===== src/b64enc_pkg.sv =====
`default_nettype none

package b64enc_pkg;

   // queue between the byte front end and the character back end
   localparam int QUEUE_DEPTH = 2;

   localparam int CHAR_W    = 7;
   localparam int SEXTET_W  = 6;
   localparam int SLOT_NUM  = 4;
   localparam int SLOT_IDX_W = 2;

   localparam logic [CHAR_W-1:0] PAD_CHAR = 7'h3D;

   // characters that one byte produces, ready to be sent in order
   typedef struct packed {
      logic [SLOT_NUM-1:0][CHAR_W-1:0] chars;
      logic [SLOT_IDX_W-1:0]           last_idx;
      logic                            eot;
   } group_entry_type;

   // standard base64 alphabet lookup
   function automatic logic [CHAR_W-1:0] sextet_char(input logic [SEXTET_W-1:0] v);
      logic [CHAR_W-1:0] ch;
      if (v < 6'd26) begin
         ch = 7'h41 + {1'b0, v};
      end else if (v < 6'd52) begin
         ch = 7'h61 + {1'b0, v - 6'd26};
      end else if (v < 6'd62) begin
         ch = 7'h30 + {1'b0, v - 6'd52};
      end else if (v == 6'd62) begin
         ch = 7'h2B;
      end else begin
         ch = 7'h2F;
      end
      return ch;
   endfunction

endpackage

`default_nettype wire


===== src/b64enc_front.sv =====
`default_nettype none

module b64enc_front (
   input  wire logic                        clock,
   input  wire logic                        reset,
   input  wire logic                        take,
   input  wire logic [7:0]                  data_byte,
   input  wire logic                        is_final,
   output b64enc_pkg::group_entry_type      entry
);
   import b64enc_pkg::*;

   typedef enum logic [1:0] {
      PH_0 = 2'd0,
      PH_1 = 2'd1,
      PH_2 = 2'd2
   } phase_type;

   phase_type  phase_ff, phase_in;
   logic [3:0] carry_ff, carry_in;

   // split the byte into sextets against the leftover bits
   always_comb begin
      entry          = '0;
      entry.chars[2] = PAD_CHAR;
      entry.chars[3] = PAD_CHAR;
      phase_in       = phase_ff;
      carry_in       = carry_ff;
      unique case (phase_ff)
         PH_1: begin
            entry.chars[0] = sextet_char({carry_ff[1:0], data_byte[7:4]});
            entry.chars[1] = sextet_char({data_byte[3:0], 2'b00});
            if (is_final) begin
               entry.last_idx = 2'd2;
               entry.eot      = 1'b1;
               phase_in       = PH_0;
               carry_in       = '0;
            end else begin
               entry.last_idx = 2'd0;
               phase_in       = PH_2;
               carry_in       = data_byte[3:0];
            end
         end
         PH_2: begin
            entry.chars[0] = sextet_char({carry_ff, data_byte[7:6]});
            entry.chars[1] = sextet_char(data_byte[5:0]);
            entry.last_idx = 2'd1;
            entry.eot      = is_final;
            phase_in       = PH_0;
            carry_in       = '0;
         end
         default: begin
            entry.chars[0] = sextet_char(data_byte[7:2]);
            entry.chars[1] = sextet_char({data_byte[1:0], 4'b0000});
            if (is_final) begin
               entry.last_idx = 2'd3;
               entry.eot      = 1'b1;
               phase_in       = PH_0;
               carry_in       = '0;
            end else begin
               entry.last_idx = 2'd0;
               phase_in       = PH_1;
               carry_in       = {2'b00, data_byte[1:0]};
            end
         end
      endcase
   end

   // group phase and leftover bits
   always_ff @(posedge clock) begin
      if (reset) begin
         phase_ff <= PH_0;
         carry_ff <= '0;
      end else if (take) begin
         phase_ff <= phase_in;
         carry_ff <= carry_in;
      end
   end

   a_carry_clear_ph0: assert property (@(posedge clock) disable iff (reset)
      phase_ff == PH_0 |-> carry_ff == 4'd0)
      else $error("leftover bits not clear at group start");

   a_carry_narrow_ph1: assert property (@(posedge clock) disable iff (reset)
      phase_ff == PH_1 |-> carry_ff[3:2] == 2'd0)
      else $error("more than two leftover bits after first byte");

   a_final_restarts: assert property (@(posedge clock) disable iff (reset)
      take && is_final |=> phase_ff == PH_0)
      else $error("final byte did not restart the group");

endmodule

`default_nettype wire


===== src/b64enc_queue.sv =====
`default_nettype none

module b64enc_queue #(
   parameter int Depth = b64enc_pkg::QUEUE_DEPTH
) (
   input  wire logic                        clock,
   input  wire logic                        reset,
   input  wire logic                        push,
   input  wire b64enc_pkg::group_entry_type push_entry,
   output logic                             full,
   input  wire logic                        pop,
   output b64enc_pkg::group_entry_type      head_entry,
   output logic                             head_valid
);
   import b64enc_pkg::*;

   localparam int PtrW = (Depth > 1) ? $clog2(Depth) : 1;
   localparam int CntW = $clog2(Depth + 1);
   localparam logic [PtrW-1:0] LastPtr   = PtrW'(Depth - 1);
   localparam logic [CntW-1:0] FullCount = CntW'(Depth);

   group_entry_type slots_ff [Depth];
   logic [PtrW-1:0] wr_ptr_ff, rd_ptr_ff;
   logic [CntW-1:0] count_ff;

   assign full       = (count_ff == FullCount);
   assign head_valid = (count_ff != '0);
   assign head_entry = slots_ff[rd_ptr_ff];

   // entry storage
   always_ff @(posedge clock) begin
      if (push) begin
         slots_ff[wr_ptr_ff] <= push_entry;
      end
   end

   // pointers and fill count
   always_ff @(posedge clock) begin
      if (reset) begin
         wr_ptr_ff <= '0;
         rd_ptr_ff <= '0;
         count_ff  <= '0;
      end else begin
         if (push) begin
            wr_ptr_ff <= (wr_ptr_ff == LastPtr) ? '0 : wr_ptr_ff + 1'b1;
         end
         if (pop) begin
            rd_ptr_ff <= (rd_ptr_ff == LastPtr) ? '0 : rd_ptr_ff + 1'b1;
         end
         if (push && !pop) begin
            count_ff <= count_ff + 1'b1;
         end else if (pop && !push) begin
            count_ff <= count_ff - 1'b1;
         end
      end
   end

   a_no_overflow: assert property (@(posedge clock) disable iff (reset)
      push |-> !full || pop)
      else $error("item pushed into full queue");

   a_no_underflow: assert property (@(posedge clock) disable iff (reset)
      pop |-> head_valid)
      else $error("pop from empty queue");

   a_count_bound: assert property (@(posedge clock) disable iff (reset)
      count_ff <= FullCount)
      else $error("queue count beyond depth");

endmodule

`default_nettype wire


===== src/b64enc_back.sv =====
`default_nettype none

module b64enc_back (
   input  wire logic                        clock,
   input  wire logic                        reset,
   input  wire b64enc_pkg::group_entry_type head_entry,
   input  wire logic                        head_valid,
   output logic                             pop,
   output logic                             rsp_tvalid,
   input  wire logic                        rsp_tready,
   output logic [b64enc_pkg::CHAR_W-1:0]    code_char,
   output logic                             end_of_text
);
   import b64enc_pkg::*;

   group_entry_type        cur_ff;
   logic                   cur_valid_ff, cur_valid_in;
   logic [SLOT_IDX_W-1:0]  idx_ff, idx_in;
   logic                   rsp_valid_ff, rsp_valid_in;
   logic [CHAR_W-1:0]      char_ff, char_in;
   logic                   last_ff, last_in;
   logic                   out_free, issue, cur_done;

   // one character per cycle from the current entry while the output is not stalled
   assign out_free = !rsp_valid_ff || rsp_tready;
   assign issue    = out_free && cur_valid_ff;
   assign cur_done = issue && (idx_ff == cur_ff.last_idx);
   assign pop      = head_valid && (!cur_valid_ff || cur_done);

   always_comb begin
      rsp_valid_in = rsp_valid_ff;
      char_in      = char_ff;
      last_in      = last_ff;
      cur_valid_in = cur_valid_ff;
      idx_in       = idx_ff;
      if (issue) begin
         rsp_valid_in = 1'b1;
         char_in      = cur_ff.chars[idx_ff];
         last_in      = cur_ff.eot && cur_done;
         idx_in       = idx_ff + 1'b1;
      end else if (out_free) begin
         rsp_valid_in = 1'b0;
      end
      if (cur_done) begin
         cur_valid_in = 1'b0;
      end
      if (pop) begin
         cur_valid_in = 1'b1;
         idx_in       = '0;
      end
   end

   always_ff @(posedge clock) begin
      if (reset) begin
         rsp_valid_ff <= 1'b0;
         cur_valid_ff <= 1'b0;
         idx_ff       <= '0;
      end else begin
         rsp_valid_ff <= rsp_valid_in;
         cur_valid_ff <= cur_valid_in;
         idx_ff       <= idx_in;
      end
      char_ff <= char_in;
      last_ff <= last_in;
      if (pop) begin
         cur_ff <= head_entry;
      end
   end

   assign rsp_tvalid  = rsp_valid_ff;
   assign code_char   = char_ff;
   assign end_of_text = last_ff;

   a_idx_in_range: assert property (@(posedge clock) disable iff (reset)
      cur_valid_ff |-> idx_ff <= cur_ff.last_idx)
      else $error("character index past end of entry");

   a_pop_when_idle: assert property (@(posedge clock) disable iff (reset)
      head_valid && !cur_valid_ff |-> pop)
      else $error("back end idle while queue holds an entry");

   // first cycle out of reset starts empty
   a_reset_empty: assert property (@(posedge clock)
      $past(reset) && !reset |-> !rsp_valid_ff && !cur_valid_ff)
      else $error("output not empty after reset");

endmodule

`default_nettype wire


===== src/base64_stream_encoder.sv =====
`default_nettype none

// channel   direction  tdata                          tlast
// req_      in         [7:0] data_byte                is_final
// rsp_      out        [6:0] code_char, [7] zero      end_of_text
//
// a byte is split into characters in the cycle it is accepted and parked in a
// small entry queue; the back end sends one character per cycle unless the output
// stalls, so a byte yields one to four characters (four characters per three bytes,
// up to four on a final byte), going from queue slot to current entry to output register.
// reset is synchronous and clears group phase, queue and output register.
// req_tready drops only when the queue is full; output stalls back up into it.
module base64_stream_encoder #(
   parameter int QueueDepth = b64enc_pkg::QUEUE_DEPTH
) (
   input  wire logic       clock,
   input  wire logic       reset,
   input  wire logic       req_tvalid,
   output logic            req_tready,
   input  wire logic [7:0] req_tdata,   // [7:0] data_byte
   input  wire logic       req_tlast,
   output logic            rsp_tvalid,
   input  wire logic       rsp_tready,
   output logic [7:0]      rsp_tdata,   // [6:0] code_char, [7] zero
   output logic            rsp_tlast
);
   import b64enc_pkg::*;

   group_entry_type   new_entry, head_entry;
   logic              take, full, pop, head_valid;
   logic [CHAR_W-1:0] code_char;

   assign req_tready = !full;
   assign take       = req_tvalid && req_tready;

   b64enc_front u_front (
      .clock     (clock),
      .reset     (reset),
      .take      (take),
      .data_byte (req_tdata),
      .is_final  (req_tlast),
      .entry     (new_entry)
   );

   b64enc_queue #(
      .Depth (QueueDepth)
   ) u_queue (
      .clock      (clock),
      .reset      (reset),
      .push       (take),
      .push_entry (new_entry),
      .full       (full),
      .pop        (pop),
      .head_entry (head_entry),
      .head_valid (head_valid)
   );

   b64enc_back u_back (
      .clock       (clock),
      .reset       (reset),
      .head_entry  (head_entry),
      .head_valid  (head_valid),
      .pop         (pop),
      .rsp_tvalid  (rsp_tvalid),
      .rsp_tready  (rsp_tready),
      .code_char   (code_char),
      .end_of_text (rsp_tlast)
   );

   assign rsp_tdata = {1'b0, code_char};

endmodule

`default_nettype wire


===== config.mk =====
export PLATFORM = sky130hd
export DESIGN_NAME = base64_stream_encoder
export DESIGN_NICKNAME = d
export VERILOG_FILES = /design/src/b64enc_pkg.sv /design/src/b64enc_front.sv /design/src/b64enc_queue.sv /design/src/b64enc_back.sv /design/src/base64_stream_encoder.sv
export SDC_FILE = /design/constraint.sdc
export NUM_CORES = 1
export LEC_CHECK = 0
export BUFFER_PORTS_ARGS = -buffer_cell sky130_fd_sc_hd__buf_2
export CAP_MARGIN = 20
export CORE_ASPECT_RATIO = 1.25
export CORE_MARGIN = 2
export CORE_UTILIZATION = 45
export DETAILED_ROUTE_END_ITERATION = 8
export PLACE_DENSITY = 0.62
export REMOVE_ABC_BUFFERS = 1
export SLEW_MARGIN = 5
export SYNTH_ARGS = -nofsm -noshare
export SYNTH_HDL_FRONTEND = slang
export SYNTH_SLANG_ARGS = --single-unit

===== constraint.sdc =====
create_clock -name clock -period 4.6 [get_ports clock]
set_input_delay 0.92 -clock clock [delete_from_list [all_inputs] [get_ports clock]]
set_output_delay 0.92 -clock clock [all_outputs]
set_load 0.01 [all_outputs]

==> impl_metrics.ini <==
[status]
status = completed

[floorplan]
core_area_mm2 = 0.0110
rows = 43
num_io_pins = 24
die_y_um = 123
die_area_mm2 = 0.0122
die_x_um = 99.0
floorplan.initialDensity_pct = 46.0

[cts]
cts_hold_buf = 0
cts_sinks = 73
cts_root_buf = clkbuf_16
path_clk_slew_ns = 0.05
htreeDepth = 3
clockBufferDepth = 2
cts_resized = 0
cts-buffers-inserted = 9
post-cts-setup-buffer-count = 0
clk_latency_ns = 0.33
tritoncts = built

[power]
internal_power_uw = 1820
power_frac_seq_pct = 41.6
combPwrFrac_pct = 25.3
p_sw_uw = 701
power.density_mw_per_mm2 = 452
switching_share_pct = 27.8
pwr-share-clk_pct = 33.1
ir_drop_v = 0.000332
p_leak_uw = 0.00218

[logic_synthesis]
yosys-mux-area-fraction_pct = 5.15
synth_ff_type = edfxtp_1
synth-async-reset-ratio_pct = 0
synth_edf_count = 59
yosys.area_share.simple_pct = 13.3
ys_top_cells_by_count = edfxtp_1, ha_1, nor2_1, a21oi_1, xnor2_1
synth_compound_area_share_pct = 15.9
syn_inst = 500
syn_area_mm2 = 0.00508
synthTopCellsByArea = edfxtp_1, ha_1, dfxtp_1
ys_seq_area_share_pct = 40.4
yosysUniqueCellTypes = 55
synth_adder_area_share_pct = 10.8
synth_top_family_by_area = compound AO/OA/AOI/OAI gates
yosysWarnings = 0
avgSynthCellArea_um2 = 10.2
yosys.cell_count.top_type = edfxtp_1
yosys.area_share.xor_xnor_pct = 9.78
yosys.area.top_type = edfxtp_1
yosys.area.top_type_share_pct = 34.9
ys_ff_latch = 73

[global_route]
grt_remaining_overflow = 0
grt_pass1_wl_um = 18300
grt_start_max_net_pins = 26
antenna_found_initial = 0
grt.total_usage_pct = 19.1
first_global_vias = 3612

[sta]
setup_violations = 0
final_max_slew_viol_count = 0
fin_skew_ns = 0.00510
whs_ns = 0.489
slew_headroom_pct = 44.4
rsz0062_at_grt = no
worst_slack_ns = 1.46
fin_crit_ns = 3.14
tightest_slew_ns = 0.833
setup_tns_ns = 0
fmax_mhz = 319
hold_violations = 0
finalCritPeriodShare_pct = 68.2

[critical_path]
slowest_delay_ns = 0.38
startpoint = req_tdata[5]
cp_data_arrival_time_ns = 3.15
crit_type = in2reg
reg2reg_from = u_front.carry_ff[1]
worst_ep_required_time_ns = 4.61
reg2reg_slack_ns = 1.55
worstPathMaxFanout = 10
path_cells = buf_2 -> clkinv_1 -> ha_1 -> nand2b_1 -> a21oi_1 -> a221oi_1 -> o21ai_0 -> o221ai_1
endpoint_kind = register
crit_family = compound AO/OA/AOI/OAI gates
cp-start-kind = primary input
cpMaxStageDelayCell = clkinv_1
crit_buf_inv = 2

[detailed_routing]
routedWlPerCell_um = 16.9
post-route-drc-count = 0
via_per_inst = 5.74
drt_wl_total_um = 10900
dr_total_vias = 3695
drt_first_pass_iters = 5
drtIter0Drc = 185
drt.antenna.violating_nets = 0

[layout]
nNetsFinal = 561
multiInputGateArea_mm2 = 0.00280
areaGrowthSynthToFinish_pct = 10.1
ff_latch_area_mm2 = 0.00205
nFillCells = 998
final_layout_size_suffix_gt1_share_pct = 13.4
num_antenna_cells = 0
final_util_pct = 50.7

[worst_hold_path]
hp-start = u_back.cur_valid_ff
min_path_type = reg2reg

[place]
portBuffers = 22
dp_hpwl_um = 8010
gp_congestion = 0.917
pre_cts_slack_ns = 1.18

[flow_run]
cap_viol_max_count = 0
final timing paths:
kind                                          endpoint  cells after the start
worst max-delay path            u_queue.slots_ff[0][6]                      8
worst min-delay path                 u_back.rsp_tvalid                      2
worst max register to register  u_queue.slots_ff[1][8]                      9
worst min register to register       u_back.rsp_tvalid                      2
stage by stage:
stage	std cells	total power, uW	area, um^2
finish	644	2530	5590
global route	644	2670	5590
CTS	644	2560	5590
floorplan	467	1500	4920
global placement	628	1680	5230
detailed placement	628	1710	5230
metal layers:
metal	vias up	wire, um	track usage [%]
met1	1781	4740	24.0
met4	0	272	7.79
li1	1821	-	-
met2	74	5540	33.1
met3	19	355	2.39
met5	-	0	0
sequential cells by signal, summed over array words and instances, names as in the netlist:
signal / count
u_back.end_of_text: 1
u_back.cur_ff: 17
u_front.carry_ff: 4
u_front.phase_ff: 2
u_queue.rd_ptr_ff: 1
u_queue.count_ff: 2
u_back.idx_ff: 2
u_back.code_char: 7
u_back.rsp_tvalid: 1
u_queue.slots_ff: 34
u_back.cur_valid_ff: 1
u_queue.wr_ptr_ff: 1
area by class of cell:
class,count,area share (%)
multi-input cells,376,50.1
flip-flops and latches,73,36.7
clock inverters,5,2.28
repair buffers,26,2.51
well taps,135,3.02
clock buffers,11,4.16
inverters,18,1.21
power by group through the flow:
stage	logic [uW]	clock network, uW	registers, uW
after floorplan	453	0	1050
after global placement	624	0	1060
after detailed placement	642	0	1070
after CTS	647	853	1060
after global routing	712	882	1070
final	639	837	1050
worst reg2reg max path, delay by kind of cell (launching register included):
kind	cells	cell delay, ns
xor gates and xnor gates	1	0.15
AOI/OAI and AO/OA	2	0.31
DFF	1	0.61
buffers and inverters	1	0.38
and+or+nand+nor	3	0.73
adders and majority gates	2	0.61
cell usage in the layout (no fill, tap or decap), types with 3 or more instances in the layout:
master and count:
nand2b_1 8, nor3_1 11, xnor2_1 30, a22oi_1 7, bufinv_16 4, a21oi_1 32, xor2_1 23, nor2_1 35
inv_1 16, nand2_1 28, mux2_2 17, clkbuf_16 9, ha_1 44, nor3b_1 5, a211o_1 7, nand3_1 12
o21ai_0 16, o311ai_0 3, a211oi_1 9, nor2b_1 15, buf_4 4, o211ai_1 7, a21o_1 8, nand3b_1 4
dfxtp_1 14, a221oi_1 6, a31oi_1 9, mux2i_1 7, buf_2 22, edfxtp_1 59
cells by family (layout without fill, tap and decap cells):
family                   Yosys count  count (layout)
buffers and inverters             51              60
flip-flops                        73              73
other                              1               1
multiplexers                      24              24
AND/OR/NAND/NOR                  133             133
adder cells (fa/ha/maj)           44              44
XOR/XNOR                          55              55
AO/OA/AOI/OAI                    119             119
No activity file was read; power rests on OpenSTA's default activity.
